--- config.mk ---
export PLATFORM = sky130hd
export DESIGN_NAME = multi_queue_max_heap_drain
export DESIGN_NICKNAME = d
export VERILOG_FILES = /design/src/rtl/mqhd_pkg.sv /design/src/rtl/multi_queue_max_heap_drain.sv /design/src/rtl/mqhd_ram.sv /design/src/rtl/mqhd_engine.sv
export VERILOG_INCLUDE_DIRS = /design/src /design/src/rtl
export SDC_FILE = /design/constraint.sdc
export NUM_CORES = 2
export LEC_CHECK = 0
export BUFFER_PORTS_ARGS = -buffer_cell sky130_fd_sc_hd__buf_2
export CAP_MARGIN = 5
export CORE_UTILIZATION = 63
export DETAILED_ROUTE_END_ITERATION = 10
export PLACE_DENSITY = 0.8
export SLEW_MARGIN = 20
export SYNTH_ARGS = -nofsm -noshare
export SYNTH_HDL_FRONTEND = slang
export SYNTH_SLANG_ARGS = --single-unit
export TNS_END_PERCENT = 20
--- constraint.sdc ---
create_clock -name clk -period 11 [get_ports clk]
set_input_delay 2.2 -clock clk [delete_from_list [all_inputs] [get_ports clk]]
set_output_delay 2.2 -clock clk [all_outputs]
set_load 0.005 [all_outputs]
--- src/rtl/multi_queue_max_heap_drain_assert.svh ---
// ----------------------------------------------------------------------------
// multi_queue_max_heap_drain_assert
// assertion macros for the top rtl file, sampled on clk, off in reset
// ----------------------------------------------------------------------------
`ifndef MULTI_QUEUE_MAX_HEAP_DRAIN_ASSERT_SVH
`define MULTI_QUEUE_MAX_HEAP_DRAIN_ASSERT_SVH

`ifndef NO_ASSERTIONS
// same-cycle implication
`define MQHD_ASSERT_IMPL(lbl, ante, cons, msg) \
	lbl: assert property (@(posedge clk) disable iff (!arst_n) (ante) |-> (cons)) \
		else $error(msg);
// next-cycle implication
`define MQHD_ASSERT_NEXT(lbl, ante, cons, msg) \
	lbl: assert property (@(posedge clk) disable iff (!arst_n) (ante) |=> (cons)) \
		else $error(msg);
`else
`define MQHD_ASSERT_IMPL(lbl, ante, cons, msg)
`define MQHD_ASSERT_NEXT(lbl, ante, cons, msg)
`endif

`endif

--- src/rtl/mqhd_pkg.sv ---
// ----------------------------------------------------------------------------
// mqhd_pkg
// types and constants of the multi-queue max-heap drain
// ----------------------------------------------------------------------------
package mqhd_pkg;

	localparam int NUM_QUEUES  = 8;
	localparam int QUEUE_DEPTH = 16;

	localparam int QW = (NUM_QUEUES > 1) ? $clog2(NUM_QUEUES) : 1;
	localparam int IW = $clog2(QUEUE_DEPTH);
	localparam int CW = $clog2(QUEUE_DEPTH + 1);
	localparam int AW = QW + IW;
	localparam int VW = 16;

	localparam logic [3:0] RANK_LIMIT = 4'd15;
	localparam logic [2:0] RANK_MAX   = 3'd7;

	localparam logic ACT_INSERT = 1'b0;
	localparam logic ACT_POP    = 1'b1;

	typedef logic [QW-1:0] qidx_t;
	typedef logic [IW-1:0] hidx_t;
	typedef logic [CW-1:0] cnt_t;
	typedef logic [AW-1:0] addr_t;
	typedef logic [VW-1:0] val_t;

	typedef enum logic [1:0] {
		ST_INSERTED = 2'd0,
		ST_POPPED   = 2'd1,
		ST_FULL     = 2'd2,
		ST_EMPTY    = 2'd3
	} status_t;

	typedef struct packed {
		logic       action;
		logic [2:0] queue_sel;
		val_t       value;
	} req_t;

	typedef struct packed {
		status_t    status;
		val_t       out_value;
		logic [2:0] source_queue;
		logic       queue_emptied;
		logic [2:0] empty_rank;
	} rsp_t;

	typedef struct packed {
		logic  wr_en;
		addr_t wr_addr;
		val_t  wr_data;
		logic  rd_en;
		addr_t rd_addr;
	} mem_cmd_t;

endpackage

--- src/rtl/multi_queue_max_heap_drain.sv ---
// ----------------------------------------------------------------------------
// multi_queue_max_heap_drain
// Eight bounded max-heap queues of up to sixteen 16-bit values, held in one
// heap ram with a registered read. One transaction is worked on at a time; req
// is stalled until its result has entered the output register, which frees the
// input while the result waits. An insert reads the parent and moves the value
// up a level while the parent is smaller, writing as it goes. A pop scans every
// queue head through the ram read port, then sifts the last entry down, reading
// the left and right child at each level; a pop on empty queues or a pop that
// empties its queue ends after the scan. Entry counts reset to zero at once;
// the ram needs no clearing.
// ----------------------------------------------------------------------------
`include "multi_queue_max_heap_drain_assert.svh"

module multi_queue_max_heap_drain (
	input  logic           clk,
	input  logic           arst_n,
	input  logic           req_valid,
	output logic           req_stall,
	input  mqhd_pkg::req_t req,
	output logic           rsp_valid,
	input  logic           rsp_stall,
	output mqhd_pkg::rsp_t rsp
);

	mqhd_pkg::mem_cmd_t cmd;
	mqhd_pkg::val_t     rd_data;
	logic               res_ready;
	logic               res_valid;
	mqhd_pkg::rsp_t     res;
	logic               rsp_valid_q;
	mqhd_pkg::rsp_t     rsp_q;

	mqhd_ram u_ram (
		.clk     (clk),
		.cmd     (cmd),
		.rd_data (rd_data)
	);

	mqhd_engine u_engine (
		.clk       (clk),
		.arst_n    (arst_n),
		.req_valid (req_valid),
		.req       (req),
		.req_stall (req_stall),
		.cmd       (cmd),
		.rd_data   (rd_data),
		.res_ready (res_ready),
		.res_valid (res_valid),
		.res       (res)
	);

	// output register
	assign res_ready = !rsp_valid_q || !rsp_stall;

	always_ff @(posedge clk or negedge arst_n) begin
		if (!arst_n) begin
			rsp_valid_q <= 1'b0;
			rsp_q       <= '0;
		end else begin
			if (res_valid) begin
				rsp_valid_q <= 1'b1;
				rsp_q       <= res;
			end else if (!rsp_stall) begin
				rsp_valid_q <= 1'b0;
			end
		end
	end

	assign rsp_valid = rsp_valid_q;
	assign rsp       = rsp_q;

	`MQHD_ASSERT_IMPL(a_res_slot_free, res_valid, res_ready, "result while output register full")
	`MQHD_ASSERT_NEXT(a_busy_after_accept, req_valid && !req_stall, req_stall, "no stall after accept")
	`MQHD_ASSERT_IMPL(a_non_pop_fields, rsp_valid && rsp.status != mqhd_pkg::ST_POPPED, rsp.out_value == 16'd0 && rsp.queue_emptied == 1'b0, "pop fields set on non-pop result")
	`MQHD_ASSERT_IMPL(a_engine_only_idle_takes, res_valid, req_stall, "result while engine idle")

endmodule

--- src/rtl/mqhd_ram.sv ---
// ----------------------------------------------------------------------------
// mqhd_ram
// heap storage of all queues, one write and one registered read port
// ----------------------------------------------------------------------------
module mqhd_ram (
	input  logic              clk,
	input  mqhd_pkg::mem_cmd_t cmd,
	output mqhd_pkg::val_t     rd_data
);

	mqhd_pkg::val_t mem [2**mqhd_pkg::AW];

	always_ff @(posedge clk) begin
		if (cmd.wr_en) begin
			mem[cmd.wr_addr] <= cmd.wr_data;
		end
		if (cmd.rd_en) begin
			rd_data <= mem[cmd.rd_addr];
		end
	end

endmodule

--- src/rtl/mqhd_engine.sv ---
// ----------------------------------------------------------------------------
// mqhd_engine
// sequencer for insert sift-up, head scan and pop sift-down over the heap ram
// ----------------------------------------------------------------------------
module mqhd_engine (
	input  logic               clk,
	input  logic               arst_n,
	input  logic               req_valid,
	input  mqhd_pkg::req_t     req,
	output logic               req_stall,
	output mqhd_pkg::mem_cmd_t cmd,
	input  mqhd_pkg::val_t     rd_data,
	input  logic               res_ready,
	output logic               res_valid,
	output mqhd_pkg::rsp_t     res
);

	typedef enum logic [3:0] {
		S_IDLE, S_UP_RD, S_UP_CMP, S_SCAN, S_SCAN_END, S_POP_SEL,
		S_POP_LAST, S_DN_RDL, S_DN_RDR, S_DN_CMP, S_FIN
	} state_t;

	typedef logic [mqhd_pkg::IW+1:0] xidx_t;

	state_t          state_q;
	mqhd_pkg::qidx_t q_q;
	mqhd_pkg::hidx_t pos_q;
	mqhd_pkg::val_t  mv_q;
	mqhd_pkg::val_t  lv_q;
	mqhd_pkg::cnt_t  n_q;
	logic            r_ok_q;
	mqhd_pkg::qidx_t sq_q;
	logic            scan_vld_s1;
	mqhd_pkg::qidx_t scan_q_s1;
	logic            found_q;
	mqhd_pkg::val_t  best_v_q;
	mqhd_pkg::qidx_t best_q_q;
	mqhd_pkg::cnt_t  cnt_q [mqhd_pkg::NUM_QUEUES];
	logic [3:0]      emptied_q;
	mqhd_pkg::rsp_t  res_q;

	mqhd_pkg::qidx_t cidx;
	mqhd_pkg::cnt_t  cnt_rd;
	mqhd_pkg::cnt_t  cnt_dec;
	mqhd_pkg::hidx_t par;
	xidx_t           l_x;
	xidx_t           r_x;
	xidx_t           n_x;
	logic            lbig;
	logic            rbig;
	mqhd_pkg::val_t  cand;
	logic            bad_ins;
	mqhd_pkg::rsp_t  res_d;

	assign req_stall = (state_q != S_IDLE);
	assign res_valid = (state_q == S_FIN) && res_ready;
	assign res       = res_q;

	always_comb begin
		case (state_q)
			S_IDLE:  cidx = mqhd_pkg::qidx_t'(req.queue_sel);
			S_SCAN:  cidx = sq_q;
			default: cidx = best_q_q;
		endcase
	end

	assign cnt_rd  = cnt_q[cidx];
	assign cnt_dec = cnt_rd - mqhd_pkg::cnt_t'(1);
	assign par     = mqhd_pkg::hidx_t'((pos_q - mqhd_pkg::hidx_t'(1)) >> 1);
	assign l_x     = {1'b0, pos_q, 1'b1};
	assign r_x     = {1'b0, pos_q, 1'b0} + xidx_t'(2);
	assign n_x     = xidx_t'(n_q);
	assign lbig    = lv_q > mv_q;
	assign cand    = lbig ? lv_q : mv_q;
	assign rbig    = r_ok_q && (rd_data > cand);
	assign bad_ins = (int'(req.queue_sel) >= mqhd_pkg::NUM_QUEUES) ||
		(cnt_rd == mqhd_pkg::cnt_t'(mqhd_pkg::QUEUE_DEPTH));

	// result of the transaction, taken in idle or at pop select
	always_comb begin
		res_d = '0;
		if (state_q == S_IDLE) begin
			res_d.status = bad_ins ? mqhd_pkg::ST_FULL : mqhd_pkg::ST_INSERTED;
		end else if (!found_q) begin
			res_d.status = mqhd_pkg::ST_EMPTY;
		end else begin
			res_d.status       = mqhd_pkg::ST_POPPED;
			res_d.out_value    = best_v_q;
			res_d.source_queue = 3'(best_q_q);
			if (cnt_dec == '0) begin
				res_d.queue_emptied = 1'b1;
				res_d.empty_rank    = (emptied_q > 4'(mqhd_pkg::RANK_MAX)) ?
					mqhd_pkg::RANK_MAX : emptied_q[2:0];
			end
		end
	end

	always_comb begin
		cmd = '0;
		case (state_q)
			S_UP_RD: begin
				if (pos_q == '0) begin
					cmd.wr_en   = 1'b1;
					cmd.wr_addr = {q_q, pos_q};
					cmd.wr_data = mv_q;
				end else begin
					cmd.rd_en   = 1'b1;
					cmd.rd_addr = {q_q, par};
				end
			end
			S_UP_CMP: begin
				cmd.wr_en   = 1'b1;
				cmd.wr_addr = {q_q, pos_q};
				cmd.wr_data = (rd_data < mv_q) ? rd_data : mv_q;
			end
			S_SCAN: begin
				cmd.rd_en   = 1'b1;
				cmd.rd_addr = {sq_q, mqhd_pkg::hidx_t'(0)};
			end
			S_POP_SEL: begin
				if (found_q && cnt_dec != '0) begin
					cmd.rd_en   = 1'b1;
					cmd.rd_addr = {best_q_q, mqhd_pkg::hidx_t'(cnt_dec)};
				end
			end
			S_DN_RDL: begin
				if (l_x >= n_x) begin
					cmd.wr_en   = 1'b1;
					cmd.wr_addr = {q_q, pos_q};
					cmd.wr_data = mv_q;
				end else begin
					cmd.rd_en   = 1'b1;
					cmd.rd_addr = {q_q, l_x[mqhd_pkg::IW-1:0]};
				end
			end
			S_DN_RDR: begin
				if (r_x < n_x) begin
					cmd.rd_en   = 1'b1;
					cmd.rd_addr = {q_q, r_x[mqhd_pkg::IW-1:0]};
				end
			end
			S_DN_CMP: begin
				cmd.wr_en   = 1'b1;
				cmd.wr_addr = {q_q, pos_q};
				cmd.wr_data = rbig ? rd_data : (lbig ? lv_q : mv_q);
			end
			default: cmd = '0;
		endcase
	end

	always_ff @(posedge clk or negedge arst_n) begin
		if (!arst_n) begin
			state_q     <= S_IDLE;
			q_q         <= '0;
			pos_q       <= '0;
			mv_q        <= '0;
			lv_q        <= '0;
			n_q         <= '0;
			r_ok_q      <= 1'b0;
			sq_q        <= '0;
			scan_vld_s1 <= 1'b0;
			scan_q_s1   <= '0;
			found_q     <= 1'b0;
			best_v_q    <= '0;
			best_q_q    <= '0;
			emptied_q   <= '0;
			res_q       <= '0;
			for (int i = 0; i < mqhd_pkg::NUM_QUEUES; i++) begin
				cnt_q[i] <= '0;
			end
		end else begin
			// head compare, in the cycle after the scan read
			if (scan_vld_s1 && (!found_q || rd_data > best_v_q)) begin
				found_q  <= 1'b1;
				best_v_q <= rd_data;
				best_q_q <= scan_q_s1;
			end
			scan_vld_s1 <= (state_q == S_SCAN) && (cnt_rd != '0);
			case (state_q)
				S_IDLE: begin
					if (req_valid) begin
						if (req.action == mqhd_pkg::ACT_POP) begin
							sq_q    <= '0;
							found_q <= 1'b0;
							state_q <= S_SCAN;
						end else if (bad_ins) begin
							res_q   <= res_d;
							state_q <= S_FIN;
						end else begin
							cnt_q[cidx] <= cnt_rd + mqhd_pkg::cnt_t'(1);
							q_q         <= cidx;
							pos_q       <= mqhd_pkg::hidx_t'(cnt_rd);
							mv_q        <= req.value;
							res_q       <= res_d;
							state_q     <= S_UP_RD;
						end
					end
				end
				S_UP_RD: begin
					state_q <= (pos_q == '0) ? S_FIN : S_UP_CMP;
				end
				S_UP_CMP: begin
					if (rd_data < mv_q) begin
						pos_q   <= par;
						state_q <= S_UP_RD;
					end else begin
						state_q <= S_FIN;
					end
				end
				S_SCAN: begin
					scan_q_s1 <= sq_q;
					if (sq_q == mqhd_pkg::qidx_t'(mqhd_pkg::NUM_QUEUES - 1)) begin
						state_q <= S_SCAN_END;
					end else begin
						sq_q <= sq_q + mqhd_pkg::qidx_t'(1);
					end
				end
				S_SCAN_END: begin
					state_q <= S_POP_SEL;
				end
				S_POP_SEL: begin
					res_q <= res_d;
					if (!found_q) begin
						state_q <= S_FIN;
					end else begin
						cnt_q[best_q_q] <= cnt_dec;
						n_q             <= cnt_dec;
						q_q             <= best_q_q;
						if (cnt_dec == '0) begin
							if (emptied_q < mqhd_pkg::RANK_LIMIT) begin
								emptied_q <= emptied_q + 4'd1;
							end
							state_q <= S_FIN;
						end else begin
							state_q <= S_POP_LAST;
						end
					end
				end
				S_POP_LAST: begin
					mv_q    <= rd_data;
					pos_q   <= '0;
					state_q <= S_DN_RDL;
				end
				S_DN_RDL: begin
					state_q <= (l_x >= n_x) ? S_FIN : S_DN_RDR;
				end
				S_DN_RDR: begin
					lv_q    <= rd_data;
					r_ok_q  <= (r_x < n_x);
					state_q <= S_DN_CMP;
				end
				S_DN_CMP: begin
					if (lbig || rbig) begin
						pos_q   <= rbig ? r_x[mqhd_pkg::IW-1:0] : l_x[mqhd_pkg::IW-1:0];
						state_q <= S_DN_RDL;
					end else begin
						state_q <= S_FIN;
					end
				end
				S_FIN: begin
					if (res_ready) begin
						state_q <= S_IDLE;
					end
				end
				default: state_q <= S_IDLE;
			endcase
		end
	end

endmodule
* Word level (Yosys, flattened, before mapping)
Memory sizes are Yosys's and may differ from the RTL's. A register that Yosys moved wholly into a read port is not among the register bits.
Cells that the tools add are included.
** Word-level totals
- Register bits after elaboration :: 171
- Bits in writable memories :: 2048
- Bits of input ports :: 24
- Output and inout port bits :: 27
- Word-level logic and storage cells :: 184
- Memories kept :: 1
** Operators by class
- Add/subtract/negate cells :: 6
- Order comparisons :: 12
- Equal/unequal tests :: 23
- Muxes and demuxes :: 76
- Bitwise operators :: 2
- Reductions and logical operators :: 31
** Memories
- u_ram.mem :: words 128, width 16, read ports 1, clocked after Yosys merged registers in 1, wr ports 1, line mqhd_ram.sv:11 : mqhd_pkg::val_t mem [2**mqhd_pkg::AW];
** Operator list (number)
- 40-bit 2-to-1 mux :: 4
- 16-bit 2-to-1 mux :: 6
- 24-bit case mux with 4 select lines :: 1
- 40-bit bitwise mux :: 2
- 40-bit case mux with 2 select lines :: 1
- 4-bit 2-to-1 mux :: 17
- 25-bit 2-to-1 mux :: 2
- 25-bit case mux with 2 select lines :: 1
- 16-bit greater-than comparator :: 3
- 24-bit 2-to-1 mux :: 2
- 23-bit 2-to-1 mux :: 2
- 4-bit case mux with 11 select lines :: 1
- 8-bit case mux with 5 select lines :: 1
- 8-bit 2-to-1 mux :: 4
- 16-bit case mux with 2 select lines :: 1
- 5-bit demux with 3-bit select :: 2
- 3-bit 2-to-1 mux :: 8
- 5-bit 2-to-1 mux :: 4
- 3-bit case mux with 2 select lines :: 3
- 4-bit by 3-bit equality test with 1-bit output, second input constant :: 4
- 16-bit less-than comparator :: 1
- 4-bit case mux with 4 select lines :: 1
- 5-bit binary-select mux with 3-bit select :: 1
- 4-bit equality test, second input constant :: 3
- other kinds (34) :: 75

* Depth between registers and ports, before layout
- Depth in word-level cells :: 14
- Mapped depth :: 31
- Gate-level depth less buffers :: 28

* Cells and area by module
A second synthesis with hierarchy kept.
** Unflattened totals
- Cell total of the unflattened synthesis :: 4192
- Area total of the unflattened synthesis :: 89432.0 µm²
** Modules (own cells, without submodules)
- mqhd_ram :: times used 1, cells an instance 3086, area an instance 78683.0 µm², sequential area each 61979.4 µm²
- mqhd_engine :: times used 1, cells an instance 1050, area an instance 9683.0 µm², sequential area each 3628.5 µm²
- multi_queue_max_heap_drain :: times used 1, cells an instance 56, area an instance 1066.0 µm², sequential area each 650.6 µm²

* Least setup slack after synthesis
OpenSTA, ideal clock, no wires.
- Path type :: reg2reg
- Start point :: register u_engine.mv_q[3]
- End point :: memory u_ram.mem[0][10] (netlist name) (data pin)
- Setup time :: 0.921 ns
- Arrival :: 8.294 ns
- Required time :: 10.079 ns
- Path slack :: 1.785 ns
- Stages on the path, launching flop included :: 31
- Path buffers :: 4
- Clock period less this slack :: 9.215 ns
- Path through :: dfrtp_1 inv_1 ha_1 nand4_1 nor2_1 nor2_1 a21boi_0 o21ai_0 nand2b_1 a21oi_1 o221ai_1 o31a_1 clkbuf_1 clkbuf_1 mux2i_1 inv_1 ha_1 nor2b_1 o21a_1 o21a_1 o21a_1 o21a_1 o21ai_0 nand2b_1 a21oi_1 or3_1 a21oi_1 or2_2 buf_1 clkbuf_1 o221ai_1
** RTL lines
- start, declared :: line mqhd_engine.sv:28 : mqhd_pkg::val_t mv_q;
- start signal, assigned :: line mqhd_engine.sv:193 : mv_q <= req.value;
- start signal, assigned :: line mqhd_engine.sv:240 : mv_q <= rd_data;
- end, declared :: line mqhd_ram.sv:11

* Worst setup path after layout
- Start point :: input port req[18] (netlist name)
- End point :: register u_ram.rd_data[1], read port of u_ram.mem (data pin)
** On the way
- Cells in the longest elaborated chain, start to end :: 10
** RTL lines
- start, declared :: line multi_queue_max_heap_drain.sv:20 : input mqhd_pkg::req_t req,
- 3-bit case mux with 2 select lines (*) :: line mqhd_engine.sv:60 : case (state_q)
- 3-bit NOT with 4-bit output (not written as such) (*) :: line mqhd_engine.sv:67 : assign cnt_rd = cnt_q[cidx];
- 5-bit binary-select mux with 3-bit select (*) :: line mqhd_engine.sv:67
- 5-bit 2-to-1 mux (not written as such) (*) (2 in a row) :: line mqhd_engine.sv:67
- 5-bit by 1-bit subtractor with 5-bit output (*) :: line mqhd_engine.sv:68 : assign cnt_dec = cnt_rd - mqhd_pkg::cnt_t'(1);
- net u_engine.cnt_dec[0] :: line mqhd_engine.sv:44 : mqhd_pkg::cnt_t cnt_dec;
- 5-bit nonzero test :: line mqhd_engine.sv:121 : if (found_q && cnt_dec != '0) begin
- 1-bit logical AND :: line mqhd_engine.sv:121
- 8-bit 2-to-1 mux (*) :: line mqhd_engine.sv:121
- 8-bit case mux with 5 select lines (*) :: line mqhd_engine.sv:100 : case (state_q)
- end, declared :: line mqhd_ram.sv:8 : output mqhd_pkg::val_t rd_data
The timed path passes the listed nets; every way through them passes the cells marked *. The select of a mux whose other input is x is not followed.
A chain may end at the register's enable or synchronous reset.

==> qor.txt <==
run status = completed
number of synthesis warnings = 0
register area share after synthesis = 72.5%
hold-fix buffers at CTS = 0
distinct cell type count after synthesis = 90
Crit. End Element = flip-flop
net load switching power = 13.0 mW
Critical Path RT = 11.60 ns
Syn Area/Cell = 13.9 um^2
Comb power frac = 40.6%
Final Critical Period = 8.64 ns
Starting Density = 63.6%
internal power = 18.8 mW
synthesized instance count = 6575
Worst-Skew Late Latency = 0.85 ns
count of final max-slew check failures = 0
reg-to-reg endpoint = u_ram.rd_data[1]$_DFFE_PP_
Peak VDD IR = 0.000302 V
Final HPWL DP = 150000 um
Worst setup endpoint = u_ram.rd_data[1]$_DFFE_PP_
ys async rst share = 7.65%
vias per cell = 6.85
leakage = 35.0 nW
worst setup path start = req[18]
fill count = 8816
Cells after DPL = 8390
first-pass GRT wire length = 369000 um
skew final = 0.0336 ns
Num CTS Buffers = 209
post_cts resized = 0
period utilization = 78.5%
Synth area leaders = edfxtp_1 (68%), nand2_1 (5.5%), dfrtp_1 (4.7%), mux2i_1 (4.5%), nand3_1 (2.2%)
Synth Cell Area = 91400 um^2
cell accounting for the most synthesized area = edfxtp_1
Clock Tree Buf Depth = 3
Core ar. = 144000 um^2
Finished Layout Cells = 8783
Crit Path Class = input port to flip-flop
clk sinks = 2235
drt initial violations = 9309
final setup margin = 2.36 ns
CP max FO = 106
std cell rows = 139
fmax = 116 MHz
part of the power in registers = 37.6%
die area = 147000 um^2
Tot GR Track Use = 34.2%
P&R area growth vs syn = 11.0%
Net Sw Frac = 40.9%
Reg2Reg Setup Slack = 2.70 ns
Final #Nets = 6801
Worst-Margin Slew = 1.21 ns
r2r startpoint = u_engine.state_q[1]$_DFFE_PN0P_
Vias = 60.2k
WP data arrival = 9.23 ns
DRC viols = 0
worst slack at placement = 1.87 ns
WL/cell = 28.8 um
Post-synth EDFFs = 2064
H-tree depth = 4
Clk pin slew, worst setup/hold paths = 0.06 ns
FF+latch count, synth = 2235
PortBufs = 50
final WL = 253000 um
Post-Layout Inst Area = 101000 um^2
Power Density = 313 nW/um^2
IO Pins = 51
drt first pass iters = 6
max_cap viols = 0
Clock Power Share = 21.8%
DP Area = 94900 um^2
top_reg_cell synth = edfxtp_1
layout cells sized above 1 = 11.3%
GRT Residual Overflow = 0
CTS root buf = clkbuf_16
worst hold path type = flip-flop to flip-flop
Setup Viol. Count Final = 0
largest net degree at the start of global routing = 136
top cell type's share of synthesized area = 67.8%
Mapped Nets = 6678
RSZ-0062 raised after global routing = false
Startpoint Class = input port
slew margin rel. = 16.9%
gpl congestion = 0.972
final hold violation count = 0
initial antenna violation count = 15
final setup TNS = 0 ns
die height = 383 um
via count of the first global-routing pass = 57.3k
Final ANT Viol Nets = 0
Setup Fix Bufs, Post-CTS = 0
R2R cell count = 18
Die W = 383 um
TritonCTS clock tree = yes
==> synth_stat cells (all sizes together) (27+ instances only) <==
library cell  number
edfxtp          2064
nand2           1329
nand3            408
mux2i            407
buf              221
nor2             217
o21ai            204
a21oi            176
clkbuf           174
dfrtp            171
o22ai            157
ha                79
and3              78
mux2              76
a31oi             71
nand4             63
a32oi             59
inv               55
nor3              45
a2111oi           43
a22o              38
o211ai            37
a221oi            32
o221ai            31
a32o              28
nor4              27
==> critical path, stage by stage <==
cell and delay (ns):
buf_2 0.10, or3b_1 0.36, a21oi_2 0.34, or3_1 0.30, o22ai_1 0.12, a221o_1 0.44, nor2_1 0.42, ha_1 0.57
nor2_1 0.35, nand2_1 0.17, o21ai_4 0.75, buf_12 0.42, mux2i_1 0.34, o22ai_1 0.13, o21ai_0 0.86, o2111a_1 0.43
nand4_1 0.32, a211o_1 0.37
==> cell usage in the layout, fill, tap and decap left out, types with 19 or more instances in the layout <==
master     Yosys  routed
edfxtp_1    2064    2064
a2111oi_0     32      30
a22o_1        37      37
buf_2        161      49
a221oi_1      31      31
ha_1          79      79
clkbuf_1     174      47
mux2i_1      407     407
mux2_2        73      73
clkinv_2       0      46
nor2_2         2      19
clkbuf_16      0     213
nor4_1        26      21
nand3_1      408     407
nand4_1       63      63
buf_4         18     240
dfrtp_1      171     171
nor2_1       215     191
a21oi_1      174     173
a31oi_1       71      71
nor3_1        44      37
inv_1         54      54
nand2_1     1328    1324
a32o_1        28      28
a32oi_1       59      59
and3_1        78      78
o21ai_0      192     192
a21o_1        22      22
clkinv_1       1      48
a21boi_0      22      22
o22ai_1      157     156
a211oi_1      22      20
o211ai_1      36      36
==> flip-flops by register name, summed over array words and instances, names as in the netlist, 3 cells and up <==
register,flops
u_engine.cnt_q,40
u_ram.rd_data,16
u_ram.mem,2048
u_engine.q_q,3
rsp,25
u_engine.sq_q,3
u_engine.best_q_q,3
u_engine.state_q,4
u_engine.res,25
u_engine.mv_q,16
u_engine.pos_q,4
u_engine.best_v_q,16
u_engine.lv_q,16
u_engine.scan_q_s1,3
u_engine.emptied_q,4
u_engine.n_q,5
==> kinds of logic after synthesis <==
group,count (synthesis),synth area share [%]
simple gates,2250,10.6
flops,2235,72.5
compound gates,1058,7.98
mux,483,5.40
buf+inv,451,2.23
fa+ha+maj,79,1.08
xor+xnor,19,0.182
==> stage by stage <==
| step | hold slack (ns) | power, mW | utilization, % |
|---|---|---|---|
| global route | 0.496 | 32.7 | 70.5 |
| global placement | 0.457 | 24.1 | 65.9 |
| detailed placement | 0.460 | 24.5 | 66.0 |
| floorplan | 0.435 | 19.8 | - |
| finish | 0.475 | 31.8 | 70.5 |
| CTS | 0.477 | 31.4 | 70.5 |
==> power groups by stage <==
| stage | clock network (mW) | registers, mW | logic, mW |
|---|---|---|---|
| after floorplan | 0 | 12.3 | 7.54 |
| after global placement | 0 | 12.1 | 12.0 |
| after detailed placement | 0 | 12.1 | 12.4 |
| after CTS | 6.94 | 11.9 | 12.5 |
| after global routing | 7.26 | 12.0 | 13.4 |
| final | 6.93 | 11.9 | 12.9 |
==> cell type report <==
class	instances	area, um^2	area share, %
Antenna cell	5	12.5	0.0123
Clock buffer	264	5560	5.48
Clock inverter	124	958	0.945
Inverter	56	210	0.207
Multi-Input combinational cell	3889	23700	23.3
Sequential cell	2235	66300	65.3
Tap cell	1903	2380	2.35
Timing Repair Buffer	307	2400	2.36
==> worst min path at each step <==
| stage | endpoint | from | slack, ns | depth (start not counted) |
|---|---|---|---|---|
| finish | u_engine.res[5]$_DFFE_PN0P_ | u_engine.res[5]$_DFFE_PN0P_ | 0.48 | 1 |
| global route | u_engine.res[4]$_DFFE_PN0P_ | u_engine.res[4]$_DFFE_PN0P_ | 0.50 | 1 |
| CTS | u_engine.res[23]$_DFFE_PN0P_ | u_engine.res[23]$_DFFE_PN0P_ | 0.48 | 2 |
| detailed placement | u_engine.res[1]$_DFFE_PN0P_ | u_engine.res[1]$_DFFE_PN0P_ | 0.46 | 2 |
| global placement | u_engine.scan_q_s1[2]$_DFFE_PN0N_ | u_engine.scan_q_s1[2]$_DFFE_PN0N_ | 0.46 | 2 |
| floorplan | u_engine.res[0]$_DFFE_PN0P_ | u_engine.res[0]$_DFFE_PN0P_ | 0.43 | 2 |
==> per-layer routing <==
| metal | vias to the layer above | share of wire (%) | wire (um) | global-route usage [%] |
|---|---|---|---|---|
| li1 | 25200 | - | - | - |
| met1 | 29700 | 36 | 91000 | 46.7 |
| met4 | 18 | 5.6 | 14100 | 17.6 |
| met5 | - | 0.047 | 118 | 0.132 |
| met3 | 793 | 13 | 32900 | 8.56 |
| met2 | 4467 | 45 | 115000 | 51.4 |
Power figures use the tool's default switching activity.
